$ cat config.mk
export PLATFORM = sky130hd
export DESIGN_NAME = text_console_line_writer
export DESIGN_NICKNAME = d
export VERILOG_FILES = /design/src/design/tclw_pkg.sv /design/src/design/tclw_fifo.sv /design/src/design/tclw_cfg.sv /design/src/design/tclw_front.sv /design/src/design/tclw_back.sv /design/src/design/text_console_line_writer.sv
export SDC_FILE = /design/constraint.sdc
export NUM_CORES = 1
export LEC_CHECK = 0
export BUFFER_PORTS_ARGS = -buffer_cell sky130_fd_sc_hd__buf_2
export CAP_MARGIN = 10
export CORE_ASPECT_RATIO = 1.75
export CORE_UTILIZATION = 61
export DETAILED_ROUTE_END_ITERATION = 10
export GPL_TIMING_DRIVEN = 0
export PLACE_DENSITY = 0.88
export SKIP_CTS_REPAIR_TIMING = 1
export SYNTH_ARGS = -nofsm -noshare
export SYNTH_HDL_FRONTEND = slang
export SYNTH_HIERARCHICAL = 1
export SYNTH_SLANG_ARGS = --single-unit
$ cat constraint.sdc
create_clock -name clk_i -period 23.9 [get_ports clk_i]
set_clock_uncertainty 0.15 [all_clocks]
set_input_delay 4.78 -clock clk_i [delete_from_list [all_inputs] [get_ports clk_i]]
set_output_delay 4.78 -clock clk_i [all_outputs]
set_load 0.02 [all_outputs]
$ cat src/design/tclw_pkg.sv
// Shared types and constants for the text console line writer.
package tclw_pkg;

  // Field widths
  localparam int unsigned CHAR_W     = 8;
  localparam int unsigned ROW_W      = 15;
  localparam int unsigned COL_W      = 8;
  localparam int unsigned WL_W       = 8;
  localparam int unsigned TIME_W     = 32;
  localparam int unsigned LW_W       = 8;
  localparam int unsigned TL_W       = 16;
  localparam int unsigned CFG_IDX_W  = 2;
  localparam int unsigned CFG_DATA_W = 16;
  localparam int unsigned CAP_W      = 17;
  localparam int unsigned SLOT_MAX_W = 4;
  localparam int unsigned OUT_SLOT_W = 2;

  // Character codes
  localparam logic [CHAR_W-1:0] CHAR_NULL    = 8'd0;
  localparam logic [CHAR_W-1:0] CHAR_COLOR_A = 8'd1;
  localparam logic [CHAR_W-1:0] CHAR_COLOR_B = 8'd2;
  localparam logic [CHAR_W-1:0] CHAR_NEWLINE = 8'd10;
  localparam logic [CHAR_W-1:0] CHAR_RETURN  = 8'd13;
  localparam logic [CHAR_W-1:0] CHAR_SPACE   = 8'd32;
  localparam logic [CHAR_W-1:0] COLOR_MASK   = 8'h80;

  // Reset values of the registers and the ring position
  localparam int unsigned RESET_LINE_WIDTH  = 38;
  localparam int unsigned RESET_TOTAL_LINES = 862;
  localparam int unsigned RESET_ROW         = 861;
  localparam int unsigned ROW_LIMIT         = 32768;

  // Configuration register indexes
  typedef enum logic [CFG_IDX_W-1:0] {
    REG_LINE_WIDTH  = 2'd0,
    REG_TOTAL_LINES = 2'd1,
    REG_OR_MASK     = 2'd2
  } cfg_reg_e;

  // Classified character operation
  typedef enum logic [1:0] {
    OP_PRINT   = 2'd0,
    OP_NEWLINE = 2'd1,
    OP_RETURN  = 2'd2
  } op_e;

  // Result command kind
  typedef enum logic {
    KIND_CLEAR = 1'b0,
    KIND_STORE = 1'b1
  } kind_e;

  typedef struct packed {
    op_e               op;
    logic [CHAR_W-1:0] char_code;
    logic              color;
    logic [WL_W-1:0]   word_length;
    logic [TIME_W-1:0] now_ms;
  } item_t;

  typedef struct packed {
    kind_e                 kind;
    logic [ROW_W-1:0]      row;
    logic [COL_W-1:0]      column;
    logic [CHAR_W-1:0]     char_value;
    logic [OUT_SLOT_W-1:0] notify_slot;
    logic [TIME_W-1:0]     stamp_time;
    logic                  last;
  } res_t;

  typedef struct packed {
    logic [LW_W-1:0]       width;
    logic [ROW_W-1:0]      n_m1;
    logic [CHAR_W-1:0]     or_mask;
    logic                  busy;
    logic                  load;
    logic [ROW_W-1:0]      load_row;
    logic [SLOT_MAX_W-1:0] load_slot;
  } cfg_t;

endpackage

$ cat src/design/tclw_fifo.sv
// Small register queue with push/full and pop/empty sides.
module tclw_fifo #(
  parameter int unsigned WIDTH = 8,
  parameter int unsigned DEPTH = 2
) (
  input  logic             clk_i,
  input  logic             rst_ni,
  input  logic             push_i,
  input  logic [WIDTH-1:0] wdata_i,
  output logic             full_o,
  input  logic             pop_i,
  output logic [WIDTH-1:0] rdata_o,
  output logic             empty_o
);

  localparam int unsigned PtrW = (DEPTH > 1) ? $clog2(DEPTH) : 1;
  localparam int unsigned CntW = $clog2(DEPTH + 1);

  logic [WIDTH-1:0] mem_q [DEPTH];
  logic [PtrW-1:0]  wr_ptr_q, wr_ptr_d;
  logic [PtrW-1:0]  rd_ptr_q, rd_ptr_d;
  logic [CntW-1:0]  count_q, count_d;
  logic             do_push, do_pop;

  assign full_o  = (count_q == CntW'(DEPTH));
  assign empty_o = (count_q == '0);
  assign do_push = push_i && !full_o;
  assign do_pop  = pop_i && !empty_o;
  assign rdata_o = mem_q[rd_ptr_q];

  // Advance pointers and count
  always_comb begin
    wr_ptr_d = wr_ptr_q;
    rd_ptr_d = rd_ptr_q;
    count_d  = count_q;
    if (do_push) begin
      wr_ptr_d = (wr_ptr_q == PtrW'(DEPTH - 1)) ? '0 : wr_ptr_q + 1'b1;
    end
    if (do_pop) begin
      rd_ptr_d = (rd_ptr_q == PtrW'(DEPTH - 1)) ? '0 : rd_ptr_q + 1'b1;
    end
    if (do_push && !do_pop) begin
      count_d = count_q + 1'b1;
    end else if (do_pop && !do_push) begin
      count_d = count_q - 1'b1;
    end
  end

  always_ff @(posedge clk_i or negedge rst_ni) begin
    if (!rst_ni) begin
      wr_ptr_q <= '0;
      rd_ptr_q <= '0;
      count_q  <= '0;
    end else begin
      wr_ptr_q <= wr_ptr_d;
      rd_ptr_q <= rd_ptr_d;
      count_q  <= count_d;
    end
  end

  // Hold entry payload
  always_ff @(posedge clk_i) begin
    if (do_push) begin
      mem_q[wr_ptr_q] <= wdata_i;
    end
  end

endmodule

$ cat src/design/tclw_cfg.sv
// Configuration registers and ring length / notify slot sequencer.
module tclw_cfg #(
  parameter int unsigned TEXT_SIZE    = 32768,
  parameter int unsigned NOTIFY_SLOTS = 4
) (
  input  logic                               clk_i,
  input  logic                               rst_ni,
  input  logic                               cfg_we_i,
  input  logic [tclw_pkg::CFG_IDX_W-1:0]     cfg_index_i,
  input  logic [tclw_pkg::CFG_DATA_W-1:0]    cfg_data_i,
  output tclw_pkg::cfg_t                     cfg_o
);

  localparam int unsigned ResetCap  = TEXT_SIZE / tclw_pkg::RESET_LINE_WIDTH;
  localparam int unsigned ResetN0   = (tclw_pkg::RESET_TOTAL_LINES < ResetCap) ?
                                      tclw_pkg::RESET_TOTAL_LINES : ResetCap;
  localparam int unsigned ResetN    = (ResetN0 < tclw_pkg::ROW_LIMIT) ?
                                      ResetN0 : tclw_pkg::ROW_LIMIT;
  localparam int unsigned RecipK    = 20;
  localparam int unsigned RecipM    = ((1 << RecipK) + NOTIFY_SLOTS - 1) / NOTIFY_SLOTS;
  localparam int unsigned ProdW     = 36;

  typedef enum logic [3:0] {
    SEQ_IDLE = 4'b0001,
    SEQ_SIZE = 4'b0010,
    SEQ_DIV  = 4'b0100,
    SEQ_SLOT = 4'b1000
  } seq_e;

  seq_e                             seq_q, seq_d;
  logic [tclw_pkg::LW_W-1:0]        line_width_q;
  logic [tclw_pkg::TL_W-1:0]        total_lines_q;
  logic [tclw_pkg::CHAR_W-1:0]      or_mask_q;
  logic [tclw_pkg::ROW_W-1:0]       n_m1_q;
  logic [tclw_pkg::ROW_W-1:0]       rl_row_q;
  logic [tclw_pkg::ROW_W-1:0]       quot_q;
  logic                             reload_q;
  logic                             load_pend_q;
  logic [tclw_pkg::CAP_W-1:0]       cap_tbl [256];
  logic [tclw_pkg::LW_W-1:0]        eff_width;
  logic [tclw_pkg::CAP_W-1:0]       eff_lines, capped, n_full;
  logic [tclw_pkg::ROW_W-1:0]       n_m1;
  logic [ProdW-1:0]                 recip_prod;
  logic [tclw_pkg::ROW_W-1:0]       quot_scaled, slot_rem;

  // Build the lines-per-text table, one entry per line width
  for (genvar gi = 0; gi < 256; gi++) begin : g_cap
    localparam int unsigned Div = (gi == 0) ? 1 : gi;
    localparam int unsigned Cap = TEXT_SIZE / Div;
    assign cap_tbl[gi] = tclw_pkg::CAP_W'(Cap);
  end

  // Work out the ring length in use
  always_comb begin
    eff_width = (line_width_q == '0) ? tclw_pkg::LW_W'(1) : line_width_q;
    eff_lines = (total_lines_q == '0) ? tclw_pkg::CAP_W'(1) :
                {1'b0, total_lines_q};
    capped    = (eff_lines > cap_tbl[eff_width]) ? cap_tbl[eff_width] : eff_lines;
    n_full    = (capped > tclw_pkg::CAP_W'(tclw_pkg::ROW_LIMIT)) ?
                tclw_pkg::CAP_W'(tclw_pkg::ROW_LIMIT) : capped;
    n_m1      = tclw_pkg::ROW_W'(n_full - 1'b1);
  end

  // Slot of the last row: remainder by reciprocal multiply
  assign recip_prod  = ProdW'(rl_row_q) * ProdW'(RecipM);
  assign quot_scaled = tclw_pkg::ROW_W'(quot_q * tclw_pkg::ROW_W'(NOTIFY_SLOTS));
  assign slot_rem    = rl_row_q - quot_scaled;

  // Step the sequencer; any write restarts it
  always_comb begin
    seq_d = seq_q;
    case (seq_q)
      SEQ_IDLE: seq_d = SEQ_IDLE;
      SEQ_SIZE: seq_d = (reload_q || load_pend_q) ? SEQ_DIV : SEQ_IDLE;
      SEQ_DIV:  seq_d = SEQ_SLOT;
      SEQ_SLOT: seq_d = SEQ_IDLE;
      default:  seq_d = SEQ_IDLE;
    endcase
    if (cfg_we_i) begin
      seq_d = SEQ_SIZE;
    end
  end

  always_ff @(posedge clk_i or negedge rst_ni) begin
    if (!rst_ni) begin
      seq_q         <= SEQ_IDLE;
      line_width_q  <= tclw_pkg::LW_W'(tclw_pkg::RESET_LINE_WIDTH);
      total_lines_q <= tclw_pkg::TL_W'(tclw_pkg::RESET_TOTAL_LINES);
      or_mask_q     <= '0;
      n_m1_q        <= tclw_pkg::ROW_W'(ResetN - 1);
      reload_q      <= 1'b0;
      load_pend_q   <= 1'b0;
    end else begin
      seq_q <= seq_d;
      if (seq_q == SEQ_SIZE) begin
        n_m1_q <= n_m1;
        if (reload_q) begin
          load_pend_q <= 1'b1;
        end
      end
      if (seq_q == SEQ_SLOT) begin
        load_pend_q <= 1'b0;
      end
      // Flag a ring length write until the size stage picks it up
      if (cfg_we_i && (cfg_index_i == tclw_pkg::REG_TOTAL_LINES)) begin
        reload_q <= 1'b1;
      end else if (seq_q == SEQ_SIZE) begin
        reload_q <= 1'b0;
      end
      if (cfg_we_i) begin
        case (cfg_index_i)
          tclw_pkg::REG_LINE_WIDTH:  line_width_q  <= cfg_data_i[tclw_pkg::LW_W-1:0];
          tclw_pkg::REG_TOTAL_LINES: total_lines_q <= cfg_data_i[tclw_pkg::TL_W-1:0];
          tclw_pkg::REG_OR_MASK:     or_mask_q     <= cfg_data_i[tclw_pkg::CHAR_W-1:0];
          default: ;
        endcase
      end
    end
  end

  // Hold the reload row and its quotient
  always_ff @(posedge clk_i) begin
    if (seq_q == SEQ_SIZE && reload_q) begin
      rl_row_q <= n_m1;
    end
    if (seq_q == SEQ_DIV) begin
      quot_q <= recip_prod[RecipK +: tclw_pkg::ROW_W];
    end
  end

  always_comb begin
    cfg_o.width     = eff_width;
    cfg_o.n_m1      = n_m1_q;
    cfg_o.or_mask   = or_mask_q;
    cfg_o.busy      = cfg_we_i || (seq_q != SEQ_IDLE);
    cfg_o.load      = (seq_q == SEQ_SLOT) && load_pend_q;
    cfg_o.load_row  = rl_row_q;
    cfg_o.load_slot = tclw_pkg::SLOT_MAX_W'(slot_rem);
  end

endmodule

$ cat src/design/tclw_front.sv
// Front end: accept characters, drop nulls and color markers, tag color.
module tclw_front (
  input  logic                           clk_i,
  input  logic                           rst_ni,
  input  logic                           in_valid_i,
  input  logic                           message_start_i,
  input  logic [tclw_pkg::CHAR_W-1:0]    char_code_i,
  input  logic [tclw_pkg::WL_W-1:0]      word_length_i,
  input  logic [tclw_pkg::TIME_W-1:0]    now_ms_i,
  input  logic                           busy_i,
  input  logic                           q_full_i,
  output logic                           full_o,
  output logic                           q_push_o,
  output tclw_pkg::item_t                q_item_o
);

  logic color_q, color_d;
  logic accept, is_null, is_marker;

  assign full_o    = q_full_i || busy_i;
  assign accept    = in_valid_i && !full_o;
  assign is_null   = (char_code_i == tclw_pkg::CHAR_NULL);
  assign is_marker = message_start_i && ((char_code_i == tclw_pkg::CHAR_COLOR_A) ||
                                         (char_code_i == tclw_pkg::CHAR_COLOR_B));

  // Classify the character and track the message color
  always_comb begin
    color_d               = color_q;
    q_push_o              = 1'b0;
    q_item_o.char_code    = char_code_i;
    q_item_o.word_length  = word_length_i;
    q_item_o.now_ms       = now_ms_i;
    q_item_o.color        = message_start_i ? 1'b0 : color_q;
    q_item_o.op           = tclw_pkg::OP_PRINT;
    if (char_code_i == tclw_pkg::CHAR_NEWLINE) begin
      q_item_o.op = tclw_pkg::OP_NEWLINE;
    end else if (char_code_i == tclw_pkg::CHAR_RETURN) begin
      q_item_o.op = tclw_pkg::OP_RETURN;
    end
    if (accept && !is_null) begin
      if (is_marker) begin
        color_d = 1'b1;
      end else begin
        q_push_o = 1'b1;
        if (message_start_i) begin
          color_d = 1'b0;
        end
      end
    end
  end

  always_ff @(posedge clk_i or negedge rst_ni) begin
    if (!rst_ni) begin
      color_q <= 1'b0;
    end else begin
      color_q <= color_d;
    end
  end

endmodule

$ cat src/design/tclw_back.sv
// Back end: cursor and ring state, emits clear and store transactions.
module tclw_back #(
  parameter int unsigned NOTIFY_SLOTS = 4
) (
  input  logic             clk_i,
  input  logic             rst_ni,
  input  tclw_pkg::cfg_t   cfg_i,
  input  logic             item_valid_i,
  input  tclw_pkg::item_t  item_i,
  output logic             item_pop_o,
  input  logic             res_full_i,
  output logic             res_push_o,
  output tclw_pkg::res_t   res_o
);

  localparam int unsigned SlotW     = (NOTIFY_SLOTS > 1) ? $clog2(NOTIFY_SLOTS) : 1;
  localparam int unsigned ResetSlot = tclw_pkg::RESET_ROW % NOTIFY_SLOTS;

  logic [tclw_pkg::COL_W-1:0] cursor_q, cursor_d;
  logic [tclw_pkg::ROW_W-1:0] row_q, row_d;
  logic [SlotW-1:0]           slot_q, slot_d;
  logic                       ret_pend_q, ret_pend_d;
  logic                       pend_q, pend_d;
  tclw_pkg::res_t             pend_res_q;

  logic [tclw_pkg::COL_W-1:0] x_clip, x_col, x_adv;
  logic [tclw_pkg::COL_W:0]   wrap_sum, x_inc;
  logic                       line_start, is_print, take;
  logic [tclw_pkg::ROW_W-1:0] row_clamp, row_inc, row_new;
  logic [SlotW-1:0]           slot_inc, slot_new;
  logic [SlotW+1:0]           slot_ext;
  tclw_pkg::res_t             clear_res, store_res;

  // Pick the column: clip past-end cursor, wrap a word that does not fit
  always_comb begin
    x_clip   = (cursor_q >= cfg_i.width) ? '0 : cursor_q;
    wrap_sum = {1'b0, x_clip} + {1'b0, item_i.word_length};
    x_col    = ((item_i.word_length < cfg_i.width) &&
                (wrap_sum > {1'b0, cfg_i.width})) ? '0 : x_clip;
    x_inc    = {1'b0, x_col} + 1'b1;
    x_adv    = (x_inc >= {1'b0, cfg_i.width}) ? '0 : x_inc[tclw_pkg::COL_W-1:0];
  end

  // Ring row: clamp to ring, advance on a new line; a pending return
  // always meets a new line, so step back and step on cancel out
  always_comb begin
    line_start = (x_col == '0);
    is_print   = (item_i.op == tclw_pkg::OP_PRINT);
    row_clamp  = (row_q > cfg_i.n_m1) ? cfg_i.n_m1 : row_q;
    row_inc    = (row_q >= cfg_i.n_m1) ? '0 : row_q + 1'b1;
    slot_inc   = (slot_q == SlotW'(NOTIFY_SLOTS - 1)) ? '0 : slot_q + 1'b1;
    row_new    = row_clamp;
    slot_new   = slot_q;
    if (line_start && !ret_pend_q) begin
      row_new  = row_inc;
      slot_new = slot_inc;
    end
    slot_ext   = {2'b00, slot_new};
  end

  // Build both transactions
  always_comb begin
    clear_res.kind        = tclw_pkg::KIND_CLEAR;
    clear_res.row         = row_new;
    clear_res.column      = '0;
    clear_res.char_value  = tclw_pkg::CHAR_SPACE;
    clear_res.notify_slot = slot_ext[tclw_pkg::OUT_SLOT_W-1:0];
    clear_res.stamp_time  = item_i.now_ms;
    clear_res.last        = !is_print;
    store_res.kind        = tclw_pkg::KIND_STORE;
    store_res.row         = row_new;
    store_res.column      = x_col;
    store_res.char_value  = item_i.char_code | cfg_i.or_mask |
                            (item_i.color ? tclw_pkg::COLOR_MASK : '0);
    store_res.notify_slot = '0;
    store_res.stamp_time  = '0;
    store_res.last        = 1'b1;
  end

  // Issue: a held store goes first, then the next item
  always_comb begin
    take       = !pend_q && item_valid_i && !res_full_i;
    item_pop_o = take;
    pend_d     = pend_q;
    cursor_d   = cursor_q;
    row_d      = row_q;
    slot_d     = slot_q;
    ret_pend_d = ret_pend_q;
    if (pend_q) begin
      res_push_o = !res_full_i;
      res_o      = pend_res_q;
      if (!res_full_i) begin
        pend_d = 1'b0;
      end
    end else begin
      res_push_o = take && (line_start || is_print);
      res_o      = line_start ? clear_res : store_res;
    end
    if (take) begin
      row_d      = row_new;
      slot_d     = slot_new;
      ret_pend_d = (item_i.op == tclw_pkg::OP_RETURN);
      cursor_d   = is_print ? x_adv : '0;
      pend_d     = line_start && is_print;
    end
    if (cfg_i.load) begin
      row_d  = cfg_i.load_row;
      slot_d = SlotW'(cfg_i.load_slot);
    end
  end

  always_ff @(posedge clk_i or negedge rst_ni) begin
    if (!rst_ni) begin
      cursor_q   <= '0;
      row_q      <= tclw_pkg::ROW_W'(tclw_pkg::RESET_ROW);
      slot_q     <= SlotW'(ResetSlot);
      ret_pend_q <= 1'b0;
      pend_q     <= 1'b0;
    end else begin
      cursor_q   <= cursor_d;
      row_q      <= row_d;
      slot_q     <= slot_d;
      ret_pend_q <= ret_pend_d;
      pend_q     <= pend_d;
    end
  end

  // Hold the store that follows a clear
  always_ff @(posedge clk_i) begin
    if (take && line_start && is_print) begin
      pend_res_q <= store_res;
    end
  end

`ifndef SYNTHESIS
  a_return_at_line_start: assert property (@(posedge clk_i) disable iff (!rst_ni)
    ret_pend_q |-> (cursor_q == '0))
    else $error("return pending with cursor off column zero");

  a_no_pop_while_held: assert property (@(posedge clk_i) disable iff (!rst_ni)
    pend_q |-> !item_pop_o)
    else $error("item taken while a store is still held");

  a_held_is_final_store: assert property (@(posedge clk_i) disable iff (!rst_ni)
    pend_q |-> ((pend_res_q.kind == tclw_pkg::KIND_STORE) && pend_res_q.last))
    else $error("held transaction is not a final store");

  a_push_has_room: assert property (@(posedge clk_i) disable iff (!rst_ni)
    res_push_o |-> !res_full_i)
    else $error("transaction pushed into a full result queue");
`endif

endmodule

$ cat src/design/text_console_line_writer.sv
// Path: an accepted character is registered in the item queue, then in the result queue,
// before it reaches the result ports; a line clear's held store follows the clear.
// Throughput, set by the single write port of the result queue: one character per cycle
// while it has room and no write is pending; a character opening a line waits for its store.
// Full holds for a register write and its size step, plus divide and slot for total_lines.
// Reset clears all control state and loads the register reset values at once.
module text_console_line_writer #(
  parameter int unsigned TEXT_SIZE    = 32768,
  parameter int unsigned NOTIFY_SLOTS = 4
) (
  input  logic                                clk_i,
  input  logic                                rst_ni,
  input  logic                                cfg_we_i,
  input  logic [tclw_pkg::CFG_IDX_W-1:0]      cfg_index_i,
  input  logic [tclw_pkg::CFG_DATA_W-1:0]     cfg_data_i,
  input  logic                                push,
  output logic                                full,
  input  logic                                message_start_i,
  input  logic [tclw_pkg::CHAR_W-1:0]         char_code_i,
  input  logic [tclw_pkg::WL_W-1:0]           word_length_i,
  input  logic [tclw_pkg::TIME_W-1:0]         now_ms_i,
  output logic                                empty,
  input  logic                                pop,
  output logic                                kind_o,
  output logic [tclw_pkg::ROW_W-1:0]          row_o,
  output logic [tclw_pkg::COL_W-1:0]          column_o,
  output logic [tclw_pkg::CHAR_W-1:0]         char_value_o,
  output logic [tclw_pkg::OUT_SLOT_W-1:0]     notify_slot_o,
  output logic [tclw_pkg::TIME_W-1:0]         stamp_time_o,
  output logic                                last_o
);

  localparam int unsigned ItemW = $bits(tclw_pkg::item_t);
  localparam int unsigned ResW  = $bits(tclw_pkg::res_t);

  tclw_pkg::cfg_t  cfg;
  tclw_pkg::item_t front_item, back_item;
  tclw_pkg::res_t  back_res, out_res;
  logic            mid_push, mid_full, mid_empty, mid_pop;
  logic            res_push, res_full;
  logic [ItemW-1:0] mid_rdata;
  logic [ResW-1:0]  out_rdata;

  tclw_cfg #(
    .TEXT_SIZE    (TEXT_SIZE),
    .NOTIFY_SLOTS (NOTIFY_SLOTS)
  ) u_cfg (
    .clk_i       (clk_i),
    .rst_ni      (rst_ni),
    .cfg_we_i    (cfg_we_i),
    .cfg_index_i (cfg_index_i),
    .cfg_data_i  (cfg_data_i),
    .cfg_o       (cfg)
  );

  tclw_front u_front (
    .clk_i           (clk_i),
    .rst_ni          (rst_ni),
    .in_valid_i      (push),
    .message_start_i (message_start_i),
    .char_code_i     (char_code_i),
    .word_length_i   (word_length_i),
    .now_ms_i        (now_ms_i),
    .busy_i          (cfg.busy),
    .q_full_i        (mid_full),
    .full_o          (full),
    .q_push_o        (mid_push),
    .q_item_o        (front_item)
  );

  // Decouple classification from execution
  tclw_fifo #(
    .WIDTH (ItemW),
    .DEPTH (2)
  ) u_mid_q (
    .clk_i   (clk_i),
    .rst_ni  (rst_ni),
    .push_i  (mid_push),
    .wdata_i (front_item),
    .full_o  (mid_full),
    .pop_i   (mid_pop),
    .rdata_o (mid_rdata),
    .empty_o (mid_empty)
  );

  assign back_item = tclw_pkg::item_t'(mid_rdata);

  tclw_back #(
    .NOTIFY_SLOTS (NOTIFY_SLOTS)
  ) u_back (
    .clk_i        (clk_i),
    .rst_ni       (rst_ni),
    .cfg_i        (cfg),
    .item_valid_i (!mid_empty),
    .item_i       (back_item),
    .item_pop_o   (mid_pop),
    .res_full_i   (res_full),
    .res_push_o   (res_push),
    .res_o        (back_res)
  );

  // Result queue toward the text memory
  tclw_fifo #(
    .WIDTH (ResW),
    .DEPTH (2)
  ) u_out_q (
    .clk_i   (clk_i),
    .rst_ni  (rst_ni),
    .push_i  (res_push),
    .wdata_i (back_res),
    .full_o  (res_full),
    .pop_i   (pop),
    .rdata_o (out_rdata),
    .empty_o (empty)
  );

  assign out_res       = tclw_pkg::res_t'(out_rdata);
  assign kind_o        = out_res.kind;
  assign row_o         = out_res.row;
  assign column_o      = out_res.column;
  assign char_value_o  = out_res.char_value;
  assign notify_slot_o = out_res.notify_slot;
  assign stamp_time_o  = out_res.stamp_time;
  assign last_o        = out_res.last;

endmodule
======== Word level (Yosys, flattened, before mapping) ========
Memory sizes are Yosys's and may differ from the RTL's.
Cells that the tools add are included.
operators by class
  $add $sub $neg .......................... 14
  magnitude comparators ................... 9
  equal/unequal tests ..................... 14
  mux-type cells .......................... 52
  bitwise operators ....................... 3
  reductions and logical operators ........ 58
operators with widths
  cell                     count
  $mux W67                 2
  $mux W15                 6
  $mux W17                 3
  $mux W8                  6
  $logic_not A8 Y1         3
  $logic_and A1 B1 Y1      22
  $mux W1                  21
  $mux W2                  10
  $gt A17 B16 Y1 const B   1
  $gt A17 B17 Y1           1
  $eq A8 B4 Y1 const B     2
  $logic_not A16 Y1        1
  $mux W16                 1
  $or A8 B8 Y8             2
  $add A15 B1 Y15 const B  1
  $ge A15 B15 Y1           1
  $gt A15 B15 Y1           1
  $sub A15 B1 Y15 const B  1
  $logic_not A1 Y1         13
  $reduce_bool A2 Y1       6
  $eq A2 B2 Y1 const B     5
  $add A8 B1 Y9 const B    1
  $add A8 B8 Y9            1
  $ge A9 B8 Y1             1
  other kinds (21)         38
word-level totals
  flip-flop bits (word level) ............. 135
  RAM bits ................................ 236
  memory bits (read-only) ................. 4352
  output and inout bits ................... 69
  memories kept ........................... 3
memories
  name             words  width  rd ports  clocked after Yosys merged registers in  wr ports  line             source
  (no name shown)  256    17     1         0                                        0         tclw_cfg.sv:58   capped = (eff_lines > cap_tbl[eff_width]) ? cap_tbl[eff_width] : eff_lines;
  u_out_q.mem_q    2      67     1         0                                        1         tclw_fifo.sv:19  logic [WIDTH-1:0] mem_q [DEPTH];
  u_mid_q.mem_q    2      51     1         0                                        1         tclw_fifo.sv:19

======== Longest topological paths before layout ========
Gate-level depths: netlist (run 1).
  depth after elaboration ................. 17
  mapped depth ............................ 44
  gate-level depth less buffers ........... 38

======== By module ========
The synthesis (run 1) kept the hierarchy.
by module, submodules not included
  module                    times used  cells each  area each (um^2)  sequential area each (um^2)
  tclw_cfg                  1           799         6602.6            1859.3
  tclw_back                 1           616         5261.3            1616.6
  tclw_fifo (u_out_q)       1           228         5122.4            4124.0
  tclw_fifo (u_mid_q)       1           178         4129.0            3163.0
  tclw_front                1           66          506.7             25.0
  text_console_line_writer  1           1           3.8               0.0

======== Worst setup path before layout (run 1) ========
OpenSTA, ideal clock, no wires.
  path kind ............................... input -> output
  from .................................... input port cfg_we_i
  to ...................................... output port full
  arrival time ............................ 5509 ps
  data required time ...................... 18970 ps
  slack ................................... 13461 ps
  stages on the path ...................... 4
  cells stage by stage .................... clkbuf_1 > nor4_1 > nand2_1 > or2_2
RTL lines
  element             line                            source
  start: declaration  text_console_line_writer.sv:13  input logic cfg_we_i,
  end: declaration    text_console_line_writer.sv:17  output logic full,

==> metrics.md, run 1 <==
| Metric | Value |
|---|---|
| Status | `completed` |
| First-pass GRT wire length | `between 100 and 150 mm` |
| Crit path required time | `between 15 and 20 ns` |
| Top delay family on crit path | `simple AND/OR/NAND/NOR gates` |
| Worst min path class | `flip-flop to flip-flop` |
| Worst reg-to-reg setup slack | `around 13 ns` |
| Worst-path clk slew | `0.07 ns` |
| Clock sink total | `about 370` |
| Die area | `36100 sq um` |
| Reg2Reg Depth | `41` |
| Final instance area | `23800 sq um` |
| P_leak | `0.00944 uW` |
| Slew headroom | `about an eighth` |
| Synthesis Warnings | `6` |
| Crit Path Max Fanout | `7` |
| Placer Congestion | `1.20` |
| Via density | `just under 7` |
| Largest net degree at the start of global routing | `69` |
| Worst setup path class | `primary input to output pin` |
| DP Worst Slack | `roughly 13 ns` |
| Min Clock Period, post-route | `11.09 ns` |
| Crit-path slowest cell | `or2_2` |
| Synthesized area | `about 22000 sq um` |
| Initial Util | `between 60% and 70%` |
| Non-filler cells, final | `~2500` |
| Drt pass-1 iters | `6` |
| Total number of vias | `about 17000` |
| Die W | `between 100 and 150 um` |
| Hpwl dp | `52.1 mm` |
| Switching power as a share of total power | `around 43%` |
| Layout cells sized above 1 | `between 20% and 30%` |
| IR drop worst, VDD | `0.0000928 V` |
| Root Buffer | `clkbuf_16` |
| Critical Path Sink Type | `output pin` |
| Setup WS post-layout | `between 10 and 15 ns` |
| Setup TNS | `0 ns` |
| Core area | `about 35000 sq um` |
| CP Launch Point | `cfg_we_i` |
| Cell count after synthesis | `about 1900` |
| Syn Nets | `2038` |
| # IOs | `141` |
| Final WL | `roughly 72 mm` |
| WP depth | `6` |
| Max Fclk | `about 0.09 GHz` |
| Clk pwr share | `roughly 15%` |
| Clock buffer count from CTS | `31` |
| CTS tree | `built` |
| CTS Buffer Depth | `3` |
| Residual DRC | `0` |
| Period utilisation layout | `46.4%` |
| CP Buf/Inv Count | `3` |
| RSZ-0062 raised after global routing | `no` |
| Placed cells | `around 2400` |
| Initial antenna violation count | `8` |
| Comb pwr share | `52.1%` |
| Register cell area after layout | `between 10000 and 15000 sq um` |
| # setup viols final | `0` |
| Clock Latency Late Sink | `~0.6 ns` |
| Switching power total | `about 1500 uW` |
| Overall Global Routing Usage | `a little over 40%` |
| Avg WL per Cell | `28.9 um` |
| Slew Limit Fails | `0` |
| Setup crit end | `full` |
| Routed Antenna Nets | `0` |
| Vias in the first global route | `between 15000 and 20000` |
| Row cnt | `90` |
| Slew @ Worst Pin | `between 1 and 1.5 ns` |
| 1st-iter DRT viols | `1575` |
| Die H | `roughly 250 um` |
| Slowest stage delay, CP | `around 0.4 ns` |
| Total global routing overflow | `0` |
| WP data arrival | `6.16 ns` |
| Sequential share of power | `between 30% and 40%` |
| Area growth syn-to-layout | `10.4%` |
| # Max-Cap Violations | `0` |
| Synth Area per Inst | `between 10 and 15 sq um` |
| Final hold viol count | `0` |
| Crit path launch type | `primary input` |
| # fillers | `between 2000 and 2500` |
| P_int | `1940 uW` |
| Most frequent CP cell | `buf_2` |
| DP Area | `between 20000 and 25000 sq um` |
| Multi-input gate area | `9340 sq um` |
| Worst path cell trace | `buf_2 -> clkbuf_1 -> nor4_1 -> nand2_1 -> or2_2 -> buf_2` |
| Final net count | `2177` |
| Port Buffers | `100` |
| Worst r2r src | `u_cfg/line_width_q[3]` |
| Critical R2R Capture | `u_back/cursor_q[2]` |
| Power Dens Cells | `~140 nW/um^2` |
| # H-tree levels | `1` |
## worst register-to-register path: cells and delay by family, from the launching register on
| family | cells | cell delay (ns) |
|---|---|---|
| AO/OA/AOI/OAI | 17 | 4.11 |
| XOR/XNOR | 2 | 0.30 |
| adder cells (fa/ha/maj) | 5 | 1.34 |
| buffers and inverters | 7 | 1.82 |
| flip-flops | 1 | 0.41 |
| AND/OR/NAND/NOR | 10 | 2.77 |
## metal layers
layer  GRT usage, %  share of wire, %  up-vias
met5              0             0.055        -
met3           10.0               7.7      478
li1               -                 -     7218
met2           70.7                50     1104
met4           39.6                12        6
met1           38.3                30     8139
## final cells by class
cell class | instances | area share [%]
diodes | 3 | 0.0316
plain buffers | 182 | 5.01
clock buffers | 38 | 3.42
clock inverters | 20 | 0.737
inverters | 82 | 1.30
multi-input cells | 1246 | 39.3
flip-flops and latches | 371 | 45.2
well taps | 460 | 2.42
repair buffers | 106 | 2.62
## power groups by stage
stage	Combinational [uW]	Clock, uW	Sequential [uW]
final	1770	498	1130
after CTS	1720	502	1130
after global routing	1870	524	1150
after global placement	1610	0	1130
after floorplan	1180	0	1100
after detailed placement	1690	0	1140
## worst min-delay path by stage
stage	from	end	depth (start not counted)
finish	u_cfg/rl_row_q[14]	u_back/row_q[14]	2
floorplan	u_cfg/rl_row_q[13]	u_back/row_q[13]	2
CTS	u_cfg/rl_row_q[14]	u_back/row_q[14]	2
global route	u_cfg/rl_row_q[14]	u_back/row_q[14]	2
global placement	u_cfg/rl_row_q[13]	u_back/row_q[13]	2
detailed placement	u_cfg/rl_row_q[14]	u_back/row_q[14]	2
## through the flow
stage,hold slack [ns],power [uW],util (%)
2_1_floorplan,0.293,2290,-
3_3_place_gp,0.314,2740,65.4
3_5_place_dp,0.315,2820,65.8
4_1_cts,0.323,3350,68.7
5_1_grt,0.342,3550,68.7
6_report,0.327,3400,68.7
## layout by cell type, fill, tap and decap left out, types with 42 or more instances in the layout
cell type,instances
edfxtp_1,282
nand2_1,144
buf_2,131
nor2_1,99
o21ai_0,90
mux2_2,89
ha_1,84
inv_1,79
a21oi_1,78
clkbuf_1,73
mux2_4,70
dfrtp_1,63
buf_4,61
and2_1,45
nand3_1,42
## flip-flops by register name, summed over array words and instances (netlist names), 4 cells and up
signal               cells
u_back/row_q            15
u_cfg/or_mask_q          8
u_cfg/rl_row_q          15
u_back/pend_res_q       31
u_cfg/seq_q              4
u_out_q/mem_q          134
u_mid_q/mem_q          102
u_cfg/n_m1_q            15
u_cfg/line_width_q       8
u_cfg/total_lines_q     16
u_back/cursor_q          8
Power figures use the tool's default switching activity.
==> inputs of run 2 (changes only) <==
Clock period 23.9 ns to 10.7 ns, I/O delays scaled along.
==> metrics.md, run 2 (synthesis gave the netlist of run 1 again) <==
| Metric | Value |
|---|---|
| Status | `finished, violations left (was completed)` |
| Failing checks | `DRC` |
| Avg WL per Cell | `28.8 um (was 28.9 um)` |
| Routed Antenna Nets | `0 (unchanged)` |
| Core area | `34600 sq um (unchanged)` |
| # setup viols final | `0 (unchanged)` |
| CTS tree | `built (unchanged)` |
| Crit path launch type | `flip-flop (was primary input)` |
| Final instance area | `23800 sq um (about the same)` |
| Root Buffer | `clkbuf_16 (unchanged)` |
| # IOs | `141 (unchanged)` |
| Hold Path Depth | `2 (unchanged)` |
| Largest net degree at the start of global routing | `69 (unchanged)` |
| Hold path startpoint | `u_cfg/rl_row_q[14] (unchanged)` |
| Placed cells | `2447 (unchanged)` |
| Total number of vias | `16900 (about the same)` |
| Min Clock Period, post-route | `10.29 ns` |
| Commonest cells after routing, fill and taps aside | `edfxtp_1, nand2_1, buf_2 (unchanged)` |
| Leading cell type in the layout, fill and taps excluded | `edfxtp_1 (unchanged)` |
| RSZ-0062 raised after global routing | `no (unchanged)` |
| Critical Path Sink Type | `flip-flop (was output pin)` |
| Worst reg-to-reg setup slack | `0.41 ns (was 12.91 ns)` |
| Hpwl dp | `52.1 mm (unchanged)` |
| Power Dens Cells | `320 nW/um^2 (was 143 nW/um^2)` |
| Die area | `36100 sq um (unchanged)` |
| Clock Latency Late Sink | `0.60 ns (about the same)` |
| Max Fclk | `0.0972 GHz` |
| Die H | `251 um (unchanged)` |
| First-pass GRT wire length | `106 mm (unchanged)` |
| Power, Total | `7590 uW (was 3400 uW)` |
| Initial antenna violation count | `8 (unchanged)` |
| Final WL | `72.4 mm (about the same)` |
| Vias in the first global route | `17500 (unchanged)` |
| Critical R2R Capture | `u_back/cursor_q[2] (unchanged)` |
| Die W | `144 um (unchanged)` |
| Overall Global Routing Usage | `40.9% (unchanged)` |
| Placer Congestion | `1.20 (unchanged)` |
| Worst-path clk slew | `0.08 ns (was 0.07 ns)` |
| Port Buffers | `100 (unchanged)` |
| Worst min path class | `flip-flop to flip-flop (unchanged)` |
| Crit-path slowest cell | `nor3_2 (was or2_2)` |
| P_leak | `0.00945 uW (was 0.00944 uW)` |
| Slew @ Worst Pin | `1.28 ns (was 1.31 ns)` |
| Row cnt | `90 (unchanged)` |
| Residual DRC | `1 (was 0)` |
| Most frequent CP cell | `ha_1 (was buf_2)` |
| Clock sink total | `371 (unchanged)` |
| Clock buffer count from CTS | `31 (unchanged)` |
| CTS Buffer Depth | `3 (unchanged)` |
| Final net count | `2177 (unchanged)` |
| Slew headroom | `14.7% (was 12.2%)` |
| Slowest stage delay, CP | `0.60 ns (was 0.40 ns)` |
| Drt pass-1 iters | `9 (was 6)` |
| Worst setup path class | `flip-flop to flip-flop (was primary input to output pin)` |
| # H-tree levels | `1 (unchanged)` |
| Crit path required time | `11.08 ns (was 18.97 ns)` |
| DP Area | `22800 sq um (unchanged)` |
| Largest Register | `u_out_q/mem_q (unchanged)` |
| Final core utilization | `68.7% (about the same)` |
| 1st-iter DRT viols | `1590 (was 1575)` |
| WP data arrival | `10.67 ns (was 6.16 ns)` |
| WHS Endpoint | `u_back/row_q[14] (unchanged)` |
| Non-filler cells, final | `2509 (was 2508)` |
| Initial Util | `62.3% (unchanged)` |
| Largest regs | `u_out_q/mem_q: 134 flops, u_mid_q/mem_q: 102 flops, u_back/pend_res_q: 31 flops (unchanged)` |
| IR drop worst, VDD | `0.000207 V (was 0.0000928 V)` |
| Max reg flops | `134 (unchanged)` |
| Total global routing overflow | `0 (unchanged)` |
| Via density | `6.74 (was 6.76)` |
| Slew Limit Fails | `0 (unchanged)` |
| Crit Path Max Fanout | `10 (was 7)` |
| # Max-Cap Violations | `0 (unchanged)` |
| Layout cells sized above 1 | `25.1% (was 25.0%)` |
| Reg2Reg Depth | `41 (unchanged)` |
| Period utilisation layout | `96.1%` |
| # fillers | `2352 (was 2353)` |
| Final hold viol count | `0 (unchanged)` |
| Area growth syn-to-layout | `10.4% (about the same)` |
| Worst r2r src | `u_cfg/line_width_q[3] (unchanged)` |
==> run 2: critical path, delay by kind of cell (launching register included) <==
kind,cells,cell delay [ns]
AOI/OAI and AO/OA,17,3.96
xor gates and xnor gates,2,0.32
adders and majority gates,5,1.31
buffers and inverters,7,1.69
DFF,1,0.41
and+or+nand+nor,10,2.32
==> run 2: area by class of cell <==
| cell class | count | area (sq um) | area share, % |
|---|---|---|---|
| Multi-Input combinational cell | 1246 | 9340 | 39.3 |
| Antenna cell | 4 | 10.0 | 0.0421 |
| Timing Repair Buffer | 106 | 623 | 2.62 |
| Sequential cell | 371 | 10700 | 45.1 |
| Clock buffer | 38 | 812 | 3.42 |
| Inverter | 82 | 308 | 1.30 |
| Tap cell | 460 | 576 | 2.42 |
| Clock inverter | 20 | 175 | 0.737 |
| Buffer | 182 | 1190 | 5.02 |
==> run 2: routing by layer <==
| metal | vias up | wire length [um] | global-route usage [%] |
|---|---|---|---|
| met3 | 453 | 5640 | 10.0 |
| met4 | 6 | 8140 | 39.6 |
| li1 | 7219 | - | - |
| met2 | 1086 | 36700 | 70.7 |
| met1 | 8136 | 21900 | 38.3 |
| met5 | - | 54 | 0 |
==> run 2: through the flow <==
step                      worst slack [ns]  hold WS, ns  TNS, ns
final                                0.413        0.324        0
after global routing                0.0468        0.342        0
after CTS                            0.219        0.323        0
after detailed placement             0.420        0.315        0
after global placement               -2.29        0.314  -174.53
after floorplan                      0.992        0.293        0
==> run 2: how the worst max path moves through the flow <==
stage	start	to	cells past startpoint
after CTS	u_cfg/line_width_q[3]	u_back/cursor_q[2]	41
after global placement	u_cfg/line_width_q[3]	u_out_q/mem_q[0][20]	37
after global routing	u_cfg/line_width_q[5]	u_back/cursor_q[2]	42
after detailed placement	u_cfg/line_width_q[3]	u_back/cursor_q[2]	41
after floorplan	u_cfg/line_width_q[5]	u_out_q/mem_q[0][0]	38
final	u_cfg/line_width_q[3]	u_back/cursor_q[2]	41
==> run 2: where the power goes <==
group          total (uW)  switching, uW  internal (uW)
Clock                1110            519            594
Sequential           2530            236           2290
Combinational        3960           2520           1440
Total                7590           3270           4320
